$ cat config.mk
export PLATFORM = sky130hd
export DESIGN_NAME = lrs_divider
export DESIGN_NICKNAME = d
export VERILOG_FILES = /design/src/rtl/core/lrs_pkg.sv /design/src/rtl/core/lrs_divider.sv
export SDC_FILE = /design/constraint.sdc
export NUM_CORES = 2
export LEC_CHECK = 0
export ABC_CLOCK_PERIOD_IN_PS = 4500
export BUFFER_PORTS_ARGS = -buffer_cell sky130_fd_sc_hd__buf_2
export CORE_MARGIN = 2
export CORE_UTILIZATION = 55
export DETAILED_ROUTE_END_ITERATION = 7
export PLACE_DENSITY_LB_ADDON = 0.12
export SLEW_MARGIN = 20
export SYNTH_ARGS = -nofsm -noshare
export SYNTH_HDL_FRONTEND = slang
export SYNTH_SLANG_ARGS = --single-unit
$ cat constraint.sdc
create_clock -name clock -period 4.5 [get_ports clock]
set_input_delay 1.35 -clock clock [delete_from_list [all_inputs] [get_ports clock]]
set_output_delay 1.35 -clock clock [all_outputs]
set_load 0.05 [all_outputs]
$ cat src/rtl/core/lrs_pkg.sv
package lrs_pkg;

   localparam int CoordWidth = 16;
   localparam int CoefWidth  = 17;
   localparam int ConstWidth = 32;
   localparam int OutWidth   = 32;
   // Numerator magnitude: |c + a*x| < 2^31 + 2^32 < 2^34.
   localparam int NumWidth   = 34;
   localparam int DenWidth   = 17;
   // Rounded quotient before saturation: (2n+d)/(2d) < 2^34.
   localparam int QuoWidth   = 35;
   localparam int AddrWidth  = 4;
   // Control and valid bits ride beside the product, numerator, divider load,
   // divider stage and saturation registers.
   localparam int PipeDepth  = QuoWidth + 4;

   localparam logic [AddrWidth-1:0] AddrXFirst  = 4'd0;
   localparam logic [AddrWidth-1:0] AddrYFirst  = 4'd4;
   localparam logic [AddrWidth-1:0] AddrXSecond = 4'd8;
   localparam logic [AddrWidth-1:0] AddrYSecond = 4'd12;

   typedef struct packed {
      logic signed [CoordWidth-1:0] xl;
      logic signed [CoordWidth-1:0] xh;
      logic signed [CoordWidth-1:0] yl;
      logic signed [CoordWidth-1:0] yh;
   } rect_type;

   typedef struct packed {
      logic                  neg;
      logic [NumWidth-1:0]   num;
      logic [DenWidth-1:0]   den;
   } div_job_type;

   typedef struct packed {
      logic bad;
      logic horiz;
      logic vert;
      logic use_l;
      logic use_t;
      logic use_r;
      logic use_b;
      rect_type rect;
   } ctl_type;

endpackage

$ cat src/rtl/core/lrs_divider.sv
// Pipelined restoring divider: one quotient bit per stage. Gives n/d
// rounded half away, floor((2n+d)/2d), saturated to 32-bit signed.
module lrs_divider (
   input  logic                          clock,
   input  logic                          adv,
   input  lrs_pkg::div_job_type          job_in,
   output logic signed [lrs_pkg::OutWidth-1:0] quo_out
);
   localparam int Q = lrs_pkg::QuoWidth;
   localparam int DW = lrs_pkg::DenWidth + 1;
   localparam int OutWidth = lrs_pkg::OutWidth;

   logic [Q-1:0]    dvd_ff [Q+1];
   logic [Q-1:0]    quo_ff [Q+1];
   logic [DW-1:0]   rem_ff [Q+1];
   logic [DW-1:0]   den_ff [Q+1];
   logic            neg_ff [Q+1];
   logic signed [lrs_pkg::OutWidth-1:0] res_ff;

   always_ff @(posedge clock) begin
      if (adv) begin
         dvd_ff[0] <= {job_in.num, 1'b0} + Q'(job_in.den);
         quo_ff[0] <= '0;
         rem_ff[0] <= '0;
         den_ff[0] <= {job_in.den, 1'b0};
         neg_ff[0] <= job_in.neg;
      end
   end

   for (genvar k = 0; k < Q; k++) begin : g_stage
      logic [DW:0] trial;
      assign trial = {rem_ff[k], dvd_ff[k][Q-1]} - {1'b0, den_ff[k]};
      always_ff @(posedge clock) begin
         if (adv) begin
            dvd_ff[k+1] <= {dvd_ff[k][Q-2:0], 1'b0};
            den_ff[k+1] <= den_ff[k];
            neg_ff[k+1] <= neg_ff[k];
            if (!trial[DW]) begin
               rem_ff[k+1] <= trial[DW-1:0];
               quo_ff[k+1] <= {quo_ff[k][Q-2:0], 1'b1};
            end else begin
               rem_ff[k+1] <= {rem_ff[k][DW-2:0], dvd_ff[k][Q-1]};
               quo_ff[k+1] <= {quo_ff[k][Q-2:0], 1'b0};
            end
         end
      end
   end

   always_ff @(posedge clock) begin
      if (adv) begin
         if (neg_ff[Q]) begin
            if (quo_ff[Q] > Q'(64'h8000_0000)) res_ff <= 32'sh8000_0000;
            else res_ff <= OutWidth'(-quo_ff[Q]);
         end else begin
            if (quo_ff[Q] > Q'(64'h7FFF_FFFF)) res_ff <= 32'sh7FFF_FFFF;
            else res_ff <= OutWidth'(quo_ff[Q]);
         end
      end
   end
   assign quo_out = res_ff;
endmodule

==> summary.txt <==
Outcome
  – Status: completed

GRT
  – Largest net degree at the start of global routing: 175
  – Gr usage total: 19.8%
  – Vias in the first global route: 63200
  – Congestion Overflow GR: 0
  – First-pass GRT wire length: 335000 µm
  – Initial antenna violation count: 5

Cells and area
  – Fraction of layout cells with a size suffix above 1: 9.27%
  – Design Area, Final: 0.126 mm²
  – Filler Cell Count: 15400
  – Synthesis-to-finish area growth: 11.2%
  – Finished Layout Cells: 11500
  – Final nets: 9312

Detailed routing
  – Initial DRC Count: 4942
  – First-pass detailed-route iteration total: 5
  – Antenna Violating Nets Remaining: 0
  – Number of remaining DRC errors: 0
  – Vias: 64200
  – Vias/cell: 5.58
  – Routed len/inst: 18.0 µm
  – Detailed Route WL: 207000 µm

Clock tree
  – Clock latency on the worst-skew pair: 0.93 ns
  – Clk root buf: clkbuf_16
  – H-Tree Depth: 5
  – Post-CTS Hold Fix Bufs: 0
  – CTS sink cnt: 2500
  – CTS tree: done
  – Clock Path Buffers: 4
  – Post-CTS Setup Bufs: 0
  – Gates resized, CTS repair: 0
  – Clock transition at path regs: 0.06 ns
  – Inserted Clock Buffers: 282

Min path
  – WHS Path Cells: 0
  – HP Class: flip-flop to flip-flop

Power and ir drop
  – Power share of the combinational group: 32.9%
  – Seq pwr share: 41.0%
  – Maximum vdd ir drop: 0.000436 V
  – Sw Share: 31.7%
  – Sw Pwr: 26.0 mW
  – P_int: 56.0 mW
  – Power Total: 81.9 mW
  – Pwr dens: 648 mW/mm²
  – LEAKAGE: 48.1 nW
  – Clock Power Share: 26.2%

Synth
  – Post-synthesis mux area share: 2.83%
  – Main combinational cell family by area after synthesis: compound AO/OA/AOI/OAI gates
  – Post-synth top area cell: edfxtp_1
  – Ys flop type: edfxtp_1
  – XOR/XNOR Fraction of Synth Area: 3.36%
  – Mapped Area: 0.114 mm²
  – Syn Inst Count: 8362
  – Simple-gate portion of the synthesized area: 7.32%
  – Adder-cell share of the synthesized area: 7.15%
  – Seq/Total Area, Yosys: 66.0%
  – Count leader, synth: edfxtp_1
  – Synthesis warning total: 0
  – Synth Net Count: 9046
  – Top cells by area, synth: edfxtp_1, ha_1, inv_1
  – Compound-gate portion of the synthesized area: 10.2%
  – Number of synthesized register bits: 2500
  – Post-synth EDFFs: 2499
  – Synth top area share: 66.0%
  – Top cells by count, synth: edfxtp_1, inv_1, ha_1, nand2_1, o21ai_0
  – Post-synth ARST share: 0%
  – Syn_area_per_cell: 13.6 µm²
  – Synth cell types: 76

Place
  – Area post-placement: 0.118 mm²
  – Dpl cells: 11000
  – Post-DP HPWL: 145000 µm
  – # port buffers: 85
  – Routability cong.: 0.877

Timing
  – Relative slew slack: 29.6%
  – Hold Violations, Final: 0
  – Final setup fails: 0
  – Fin. max-slew vios: 0
  – Unrepaired setup endpoints after global routing: false
  – Fin crit period: 3.76 ns
  – Worst slew pin tran: 1.06 ns
  – Minimum hold slack: 0.386 ns
  – Final period util: 83.6%
  – Peak Freq: 266 MHz
  – Max Clock Skew: 0.0652 ns
  – Setup_tns: 0 ns

Worst setup path
  – CP Launch Type: flip-flop
  – Worst setup path class: flip-flop to flip-flop
  – Worst Path Arrival: 4.44 ns
  – Reg2Reg Depth: 7
  – Worst setup EP type: flip-flop
  – Worst Path Required: 5.18 ns
  – Critical Path Fanout Max: 20

Die
  – Total die area: 0.210 mm²
  – Initial Util: 55.5%
  – Die height: 459 µm
  – Total core area: 0.205 mm²
  – Die W: 459 µm
  – # IOs: 86
  – Rows: 166

Job
  – Max cap viols: 0
## flip-flops by register name (all words and copies together), names as in the netlist
| register | cells |
|---|---|
| neg_ff | 36 |
| quo_ff | 630 |
| quo_out | 32 |
| dvd_ff | 611 |
| rem_ff | 612 |
| den_ff | 579 |
## path summary, 6_finish.rpt
path             startpoint            end  slack [ns]
max          quo_ff[17][46]    quo_out[20]        0.74
min          quo_ff[16][43]  quo_ff[17][9]        0.39
max reg2reg  quo_ff[17][46]    quo_out[20]        0.74
min reg2reg  quo_ff[16][43]  quo_ff[17][9]        0.39
## layer usage
layer	vias to the layer above	global-route usage, %	share of wire [%]
met4	0	5.89	2.5
met1	30900	27.2	45
li1	31700	-	-
met2	1321	32.6	48
met5	-	0	0
met3	376	3.04	4.2
## placed cells by master, fill, tap and decap left out, drive strengths merged, types with 59 or more instances in the layout
cell type | netlist | layout
a21oi | 447 | 447
mux2 | 221 | 221
xnor2 | 256 | 256
mux2i | 73 | 73
o31ai | 85 | 85
ha | 596 | 596
o21a | 142 | 142
clkinv | 0 | 108
clkbuf | 164 | 331
inv | 737 | 746
o31a | 59 | 59
nand4 | 60 | 60
buf | 25 | 171
nand3 | 139 | 139
nor2 | 331 | 331
o21ai | 561 | 561
a21o | 160 | 160
and3 | 64 | 64
nor2b | 165 | 165
nor3 | 122 | 122
xor2 | 180 | 180
nand2 | 587 | 587
edfxtp | 2499 | 2499
nand2b | 125 | 125
## critical path, cell delays in order, from the launching register on
cell	delay, ns
edfxtp_1	0.46
or4_4	0.59
or3_1	0.39
or4_1	0.69
o21ai_4	0.24
and2_2	0.36
nand2_2	0.36
o311ai_1	0.47
## kinds of logic after synthesis
family	count (synthesis)
DFF	2500
AOI/OAI and AO/OA	1837
and+or+nand+nor	1739
buffers and inverters	926
adders and majority gates	630
xor gates and xnor gates	436
muxes	294
## power groups by stage
| stage | registers, mW | logic, mW | clock network, mW |
|---|---|---|---|
| after floorplan | 32.9 | 20.9 | 0 |
| after global routing | 34.0 | 30.2 | 23.0 |
| after global placement | 34.0 | 26.1 | 0 |
| final | 33.6 | 26.9 | 21.4 |
| after CTS | 33.6 | 26.9 | 22.1 |
| after detailed placement | 34.1 | 26.6 | 0 |
## layout make-up
class / count / area [µm²] / area share [%]
flip-flops and latches: 2500 / 75100 / 59.4
multi-input cells: 4936 / 35300 / 27.9
clock buffers: 331 / 7360 / 5.82
well taps: 2688 / 3360 / 2.66
inverters: 737 / 2770 / 2.19
repair buffers: 171 / 1340 / 1.06
clock inverters: 146 / 1250 / 0.993
diodes: 2 / 5.00 / 0.00396
## per-stage QoR
stage | util (%) | setup WS [ns]
floorplan | - | 0.000426
global placement | 57.5 | 0.405
detailed placement | 57.5 | 0.399
CTS | 61.7 | 0.739
global route | 61.7 | 0.574
finish | 61.7 | 0.739
Power figures use the tool's default switching activity.
