$ cat src/rtl/core/lrs_pkg.sv
package lrs_pkg;

   localparam int CoordWidth = 16;
   localparam int CoefWidth  = 17;
   localparam int ConstWidth = 32;
   localparam int OutWidth   = 32;
   // Numerator magnitude: |c + a*x| < 2^31 + 2^32 < 2^34.
   localparam int NumWidth   = 34;
   localparam int DenWidth   = 17;
   // Rounded quotient before saturation: (2n+d)/(2d) < 2^34.
   localparam int QuoWidth   = 35;
   localparam int AddrWidth  = 4;
   // Control and valid bits ride beside the product, numerator, divider load,
   // divider stage and saturation registers.
   localparam int PipeDepth  = QuoWidth + 4;

   localparam logic [AddrWidth-1:0] AddrXFirst  = 4'd0;
   localparam logic [AddrWidth-1:0] AddrYFirst  = 4'd4;
   localparam logic [AddrWidth-1:0] AddrXSecond = 4'd8;
   localparam logic [AddrWidth-1:0] AddrYSecond = 4'd12;

   typedef struct packed {
      logic signed [CoordWidth-1:0] xl;
      logic signed [CoordWidth-1:0] xh;
      logic signed [CoordWidth-1:0] yl;
      logic signed [CoordWidth-1:0] yh;
   } rect_type;

   typedef struct packed {
      logic                  neg;
      logic [NumWidth-1:0]   num;
      logic [DenWidth-1:0]   den;
   } div_job_type;

   typedef struct packed {
      logic bad;
      logic horiz;
      logic vert;
      logic use_l;
      logic use_t;
      logic use_r;
      logic use_b;
      rect_type rect;
   } ctl_type;

endpackage

$ cat src/rtl/core/lrs_select.sv
// Ranks the four crossings by x (ties by side order) and picks ends.
module lrs_select (
   input  lrs_pkg::ctl_type       ctl,
   input  logic signed [31:0]     q_l,
   input  logic signed [31:0]     q_t,
   input  logic signed [31:0]     q_r,
   input  logic signed [31:0]     q_b,
   output logic [31:0]            xs,
   output logic [31:0]            ys,
   output logic [31:0]            xe,
   output logic [31:0]            ye,
   output logic                   bad
);
   logic signed [31:0] px [4];
   logic signed [31:0] py [4];

   always_comb begin
      logic [1:0] s, e;
      logic [2:0] r;
      px[0] = 32'(ctl.rect.xl);
      py[0] = ctl.use_l ? q_l : 32'(ctl.rect.yl);
      px[1] = ctl.use_t ? q_t : 32'(ctl.rect.xl);
      py[1] = 32'(ctl.rect.yl);
      px[2] = 32'(ctl.rect.xh);
      py[2] = ctl.use_r ? q_r : 32'(ctl.rect.yh);
      px[3] = ctl.use_b ? q_b : 32'(ctl.rect.xh);
      py[3] = 32'(ctl.rect.yh);
      s = 2'd0;
      e = 2'd0;
      for (int i = 0; i < 4; i++) begin
         r = '0;
         for (int j = 0; j < 4; j++) begin
            if (j != i && (px[j] < px[i] || (px[j] == px[i] && j < i))) r = r + 3'd1;
         end
         if (r == 3'd1) s = 2'(i);
         if (r == 3'd2) e = 2'(i);
      end
      if (ctl.horiz) begin
         s = 2'd0;
         e = 2'd2;
      end else if (ctl.vert) begin
         s = 2'd1;
         e = 2'd3;
      end
      xs = px[s];
      ys = py[s];
      xe = px[e];
      ye = py[e];
   end

   assign bad = ctl.bad;
endmodule

$ cat config.mk
export PLATFORM = sky130hd
export DESIGN_NAME = lrs_select
export DESIGN_NICKNAME = d
export VERILOG_FILES = /design/src/rtl/core/lrs_pkg.sv /design/src/rtl/core/lrs_select.sv
export SDC_FILE = /design/constraint.sdc
export NUM_CORES = 1
export LEC_CHECK = 0
export BUFFER_PORTS_ARGS = -buffer_cell sky130_fd_sc_hd__buf_2
export CAP_MARGIN = 20
export CORE_MARGIN = 2
export CORE_UTILIZATION = 30
export DETAILED_ROUTE_END_ITERATION = 7
export PLACE_DENSITY = 0.49
export SYNTH_ARGS = -nofsm -noshare
export SYNTH_HDL_FRONTEND = slang
export SYNTH_SLANG_ARGS = --single-unit
export TNS_END_PERCENT = 10
$ cat constraint.sdc
create_clock -name vclk -period 39.9
set_input_delay 11.97 -clock vclk [all_inputs]
set_output_delay 11.97 -clock vclk [all_outputs]
set_load 0.03 [all_outputs]
==> flow_metrics.py, run 1 <==
metrics = {
    "outcome": {
        "status": "complete, no violations",
    },
    "logic_synthesis": {
        "syn_nets": 1552,
        "synth_top_area_share_pct": 30.0,
        "yosysWarnings": 0,
        "synthTopCellsByCount": "mux2i_1, ha_1, a21oi_1",
        "synth_most_common_cell": "mux2i_1",
        "ys_seq_area_share_pct": 0,
        "avgSynthCellArea_um2": 7.65,
        "yosys.cell_types.count": 52,
        "synth_area_um2": 8970,
        "synth_area_leader_cell": "mux2i_1",
        "ys_top_cells_by_area": "mux2i_1, ha_1, a21oi_1",
        "syn_inst": 1173,
    },
    "placement": {
        "place_hpwl_um": 28600,
        "numPortBuffers": 326,
        "placed_cell_area_um2": 10800,
        "place_congestion": 0.925,
    },
    "timing": {
        "drv_slew": 0,
        "fmax_mhz": 32.6,
        "rsz0062_at_grt": "no",
        "setup_tns_ns": 0,
        "tightest_slew_ns": 1.09,
        "final-setup-viol-count": 0,
        "relSlewSlack_pct": 26.1,
        "final.period_utilization_pct": 77.0,
        "fin_crit_ns": 30.70,
        "fin_hold_ws_ns": 23.94,
        "hold_viol": 0,
    },
    "critical_path": {
        "worstSetupEndpointType": "output pin",
        "path_depth": 24,
        "path_max_fanout": 52,
        "cp_common_cell": "a21o_1",
        "critical_path_arrival_ns": 18.73,
        "path_buf_inv": 5,
        "slowest_stage": "nor2_1",
        "crit_path_start_kind": "input pin",
        "cp_top_family": "compound AO/OA/AOI/OAI gates",
        "path_class": "in -> out",
        "cp.required_ns": 27.93,
        "cp_cell_sequence": "buf_2, nor2_1, a21oi_1, ha_1, a21o_1, a21o_1, a21o_1, a21o_1, a21o_1, a21o_1, a21oi_1, o31ai_1, a211oi_1, mux2i_1, ha_1, inv_1, a2111oi_0, a41o_1, nor4_4, buf_4, buf_4, mux2i_1, mux2i_1, buf_2",
        "slowest_delay_ns": 0.82,
    },
    "finish": {
        "area_growth_pct": 21.1,
        "multiInputGateArea_um2": 8310,
        "n_sequential_cell": 0,
        "n_clock_buffer": 0,
        "drive_gt1_share_pct": 27.3,
        "nFillCells": 3185,
        "regArea_um2": 0,
        "final_nets": 1824,
        "final_area_um2": 10900,
    },
    "die": {
        "initial_core_util_pct": 30.4,
        "row_count": 63,
        "core_um2": 29600,
        "pin_count": 328,
        "fp.dieArea_um2": 31300,
        "die-height_um": 177,
        "fp.dieW_um": 177,
    },
    "power_and_ir_drop": {
        "p_leak_nw": 6.19,
        "total_power_mw": 0.325,
        "p_per_area_nw_per_um2": 29.9,
        "peakVddDrop_mv": 0.0173,
    },
    "grt": {
        "grt_max_degree": 68,
        "grt_pass1_wl_um": 53100,
        "grt.overflow.total": 0,
        "grtUsageTotal_pct": 21.1,
        "grt_pass1_vias": 9737,
        "antenna_found_initial": 1,
    },
    "drt": {
        "vias": 9905,
        "drc": 0,
        "ant_nets": 0,
        "dr.pass1.iters": 5,
        "drt-initial-drc-count": 353,
        "drt-total-wl_um": 34900,
        "wl_per_cell_um": 19.1,
        "vias_per_cell": 5.40,
    },
    "clocking": {
        "cts_hold_buf": 0,
        "cts_setup_buffers": 0,
        "cts_resized": 0,
    },
    "min_path": {
        "hold-path-cell-count": 0,
        "hold_path_class": "in -> out",
    },
    "job": {
        "cap_violations": 0,
    },
}
-- final timing paths --
kind	from	to	slack, ns
max	ctl[64]	xe[5]	9.20
min	ctl[70]	bad	23.94
-- metal layers --
| metal | track usage, % | vias to the layer above | part of all wire [%] |
|---|---|---|---|
| met5 | 0 | - | 0 |
| met4 | 4.30 | 0 | 2.3 |
| met3 | 1.46 | 34 | 5.5 |
| met2 | 38.1 | 349 | 48 |
| met1 | 27.5 | 4600 | 44 |
| li1 | - | 4922 | - |
-- cell usage in the layout (no fill, tap or decap), drive strengths merged, types with 11 or more instances in the layout --
cell and instances:
a21oi 136, mux2i 269, buf 338, mux2 46
nor2 16, nand3 29, nand2b 11, o21ai 57
a21o 25, inv 89, nand4 40, nand2 120
nor4 11, ha 180
-- power breakdown --
part	switching [mW]	total, mW	internal (mW)
Sequential	0	0	0
Clock	0	0.00000000336	0.00000000335
Combinational	0.214	0.325	0.112
-- stage by stage --
step	instances	util, %	worst slack [ns]
after floorplan	1173	-	10.40
after global routing	1834	36.8	8.58
final	1834	36.8	9.20
after detailed placement	1831	36.7	9.19
after CTS	1831	36.7	9.17
after global placement	1831	36.7	9.29
-- cell families (layout without fill, tap and decap cells) --
logic type | after synthesis | after routing | share of synthesized area, %
compound gates | 266 | 266 | 17.6
fa+ha+maj | 180 | 180 | 25.1
buf+inv | 158 | 428 | 7.81
mux | 315 | 315 | 35.8
other cells | 0 | 1 | 0
simple gates | 254 | 254 | 13.7
-- area by class of cell --
class | instances | area share, %
antenna | 1 | 0.0230
inverter | 90 | 3.11
multi-input combinational | 1015 | 76.5
tap | 390 | 4.49
timing repair buffer | 338 | 15.9
Power figures use the tool's default switching activity.
==> run 2, diff against run 1 <==
ABC_AREA = 1   (was default)
PLACE_DENSITY = 0.48   (was 0.49)
clock period = 30 ns   (was 39.9 ns; I/O delays follow)
==> run 2 against run 1 <==
Largest power group unchanged; sequential share of layout area unchanged; critical endpoint is now xs[28]; total power up 68%; synthesized cell count grew 76%; combinational power rose by 68%; critical path type unchanged; largest cell class unchanged.
==> flow_metrics.py, run 2 <==
metrics = {
    "critical_path": {
        "path_depth": 28,
        "cp-startpoint": "ctl[47]",
        "path_max_fanout": 96,
        "path_class": "in -> out",
        "cp.required_ns": 21.00,
        "cp_common_cell": "nand2_1",
        "crit_end": "xs[28]",
        "path_buf_inv": 7,
        "cp_top_family": "simple AND/OR/NAND/NOR gates",
        "slowest_stage": "nand2_4",
        "slowest_delay_ns": 0.85,
        "critical_path_arrival_ns": 16.07,
        "crit_path_start_kind": "input pin",
        "worstSetupEndpointType": "output pin",
    },
    "grt": {
        "grt_max_degree": 110,
        "grt.overflow.total": 0,
        "grt_pass1_wl_um": 70700,
        "grtUsageTotal_pct": 24.1,
        "grt_pass1_vias": 13000,
        "antenna_found_initial": 3,
    },
    "timing": {
        "tightest_slew_ns": 1.14,
        "relSlewSlack_pct": 24.2,
        "rsz0062_at_grt": "no",
        "hold_viol": 0,
        "drv_slew": 0,
        "setup_tns_ns": 0,
        "final.period_utilization_pct": 83.6,
        "fin_crit_ns": 25.07,
        "fmax_mhz": 39.9,
        "final-setup-viol-count": 0,
    },
    "finish": {
        "n_clock_buffer": 0,
        "regArea_um2": 0,
        "drive_gt1_share_pct": 17.3,
        "final_common_cell": "nand2_1",
        "area_growth_pct": 16.2,
        "final_area_um2": 12200,
        "layout_common_cells": "nand2_1, buf_2, nand3_1, inv_1, ha_1",
        "n_sequential_cell": 0,
        "final_nets": 2664,
        "nFillCells": 4072,
    },
    "drt": {
        "dr.pass1.iters": 5,
        "vias": 14100,
        "drc": 0,
        "wl_per_cell_um": 16.9,
        "vias_per_cell": 5.13,
        "drt-initial-drc-count": 1223,
        "drt-total-wl_um": 46200,
        "ant_nets": 0,
    },
    "logic_synthesis": {
        "synth_top_area_share_pct": 32.3,
        "syn_inst": 2063,
        "yosys.cell_types.count": 34,
        "synthTopCellsByCount": "nand2_1, nand3_1, inv_1",
        "ys_top_cells_by_area": "nand2_1, ha_1, nand3_1",
        "yosysWarnings": 0,
        "syn_nets": 2442,
        "synth_area_leader_cell": "nand2_1",
        "ys_seq_area_share_pct": 0,
        "synth_most_common_cell": "nand2_1",
        "avgSynthCellArea_um2": 5.09,
        "synth_area_um2": 10500,
    },
    "die": {
        "initial_core_util_pct": 30.4,
        "row_count": 68,
        "fp.dieW_um": 191,
        "core_um2": 34500,
        "fp.dieArea_um2": 36500,
        "die-height_um": 191,
        "pin_count": 328,
    },
    "power_and_ir_drop": {
        "p_leak_nw": 7.72,
        "p_per_area_nw_per_um2": 44.7,
        "peakVddDrop_mv": 0.0289,
    },
    "job": {
        "cap_violations": 0,
    },
    "placement": {
        "place_congestion": 0.924,
        "numPortBuffers": 326,
        "placed_cell_area_um2": 12200,
        "place_hpwl_um": 36300,
    },
    "clocking": {
        "cts_resized": 0,
        "cts_hold_buf": 0,
        "cts_setup_buffers": 0,
    },
    "outcome": {
        "status": "complete, no violations",
    },
    "min_path": {
        "hold-path-cell-count": 0,
        "hold_path_class": "in -> out",
    },
}
-- run 2: cell types whose count changed after synthesis, sizes merged, moves of 15 or more --
cell    change
mux2       -46
or2        +15
nand4      -25
a21oi      -27
o21ai      +23
mux2i     -269
nand3     +303
buf        +34
inv       +120
nor2       +47
clkbuf     +17
nand2     +793
a21o       -20
-- run 2: stage by stage --
step                worst slack (ns)  util [%]  hold WS (ns)  total power, mW  std cells
detailed placement              5.03      35.2         18.00            0.542       2737
global placement                5.06      35.2         18.00            0.542       2737
global route                    4.46      35.3         18.00            0.599       2741
finish                          4.93      35.4         18.00            0.546       2742
CTS                             5.00      35.2         18.00            0.544       2737
floorplan                       7.89         -         18.13            0.395       2063
-- run 2: worst min-delay path by stage --
stage	from	end
2_1_floorplan	ctl[70]	bad
3_3_place_gp	ctl[70]	bad
3_5_place_dp	ctl[70]	bad
4_1_cts	ctl[70]	bad
5_1_grt	ctl[70]	bad
6_report	ctl[70]	bad
-- run 2: final cells by class --
class	count	area (µm²)	share of cell area [%]
inverters	211	797	6.53
well taps	455	569	4.66
repair buffers	339	1750	14.3
diodes	4	10.0	0.0820
multi-input cells	1733	9090	74.4
-- run 2: cells by family after synthesis --
| kind of cell | after synthesis | synth area share [%] |
|---|---|---|
| AOI/OAI and AO/OA | 207 | 10.3 |
| adders and majority gates | 180 | 21.4 |
| and+or+nand+nor | 1345 | 54.5 |
| xor gates and xnor gates | 1 | 0.0833 |
| buffers and inverters | 330 | 13.6 |
-- run 2: routing by layer --
layer	vias to the layer above	global-route usage, %	share of wire (%)
met2	553	40.4	45
met1	6330	32.7	45
met5	-	0	0
li1	7097	-	-
met3	82	1.89	6.9
met4	0	7.63	3.4
-- run 2: power by group --
group	internal, mW	total, mW	switching [mW]	leakage [nW]
Clock	0.0000000179	0.0000000179	0	0.0000254
Sequential	0	0	0	0
Combinational	0.150	0.546	0.396	7.72
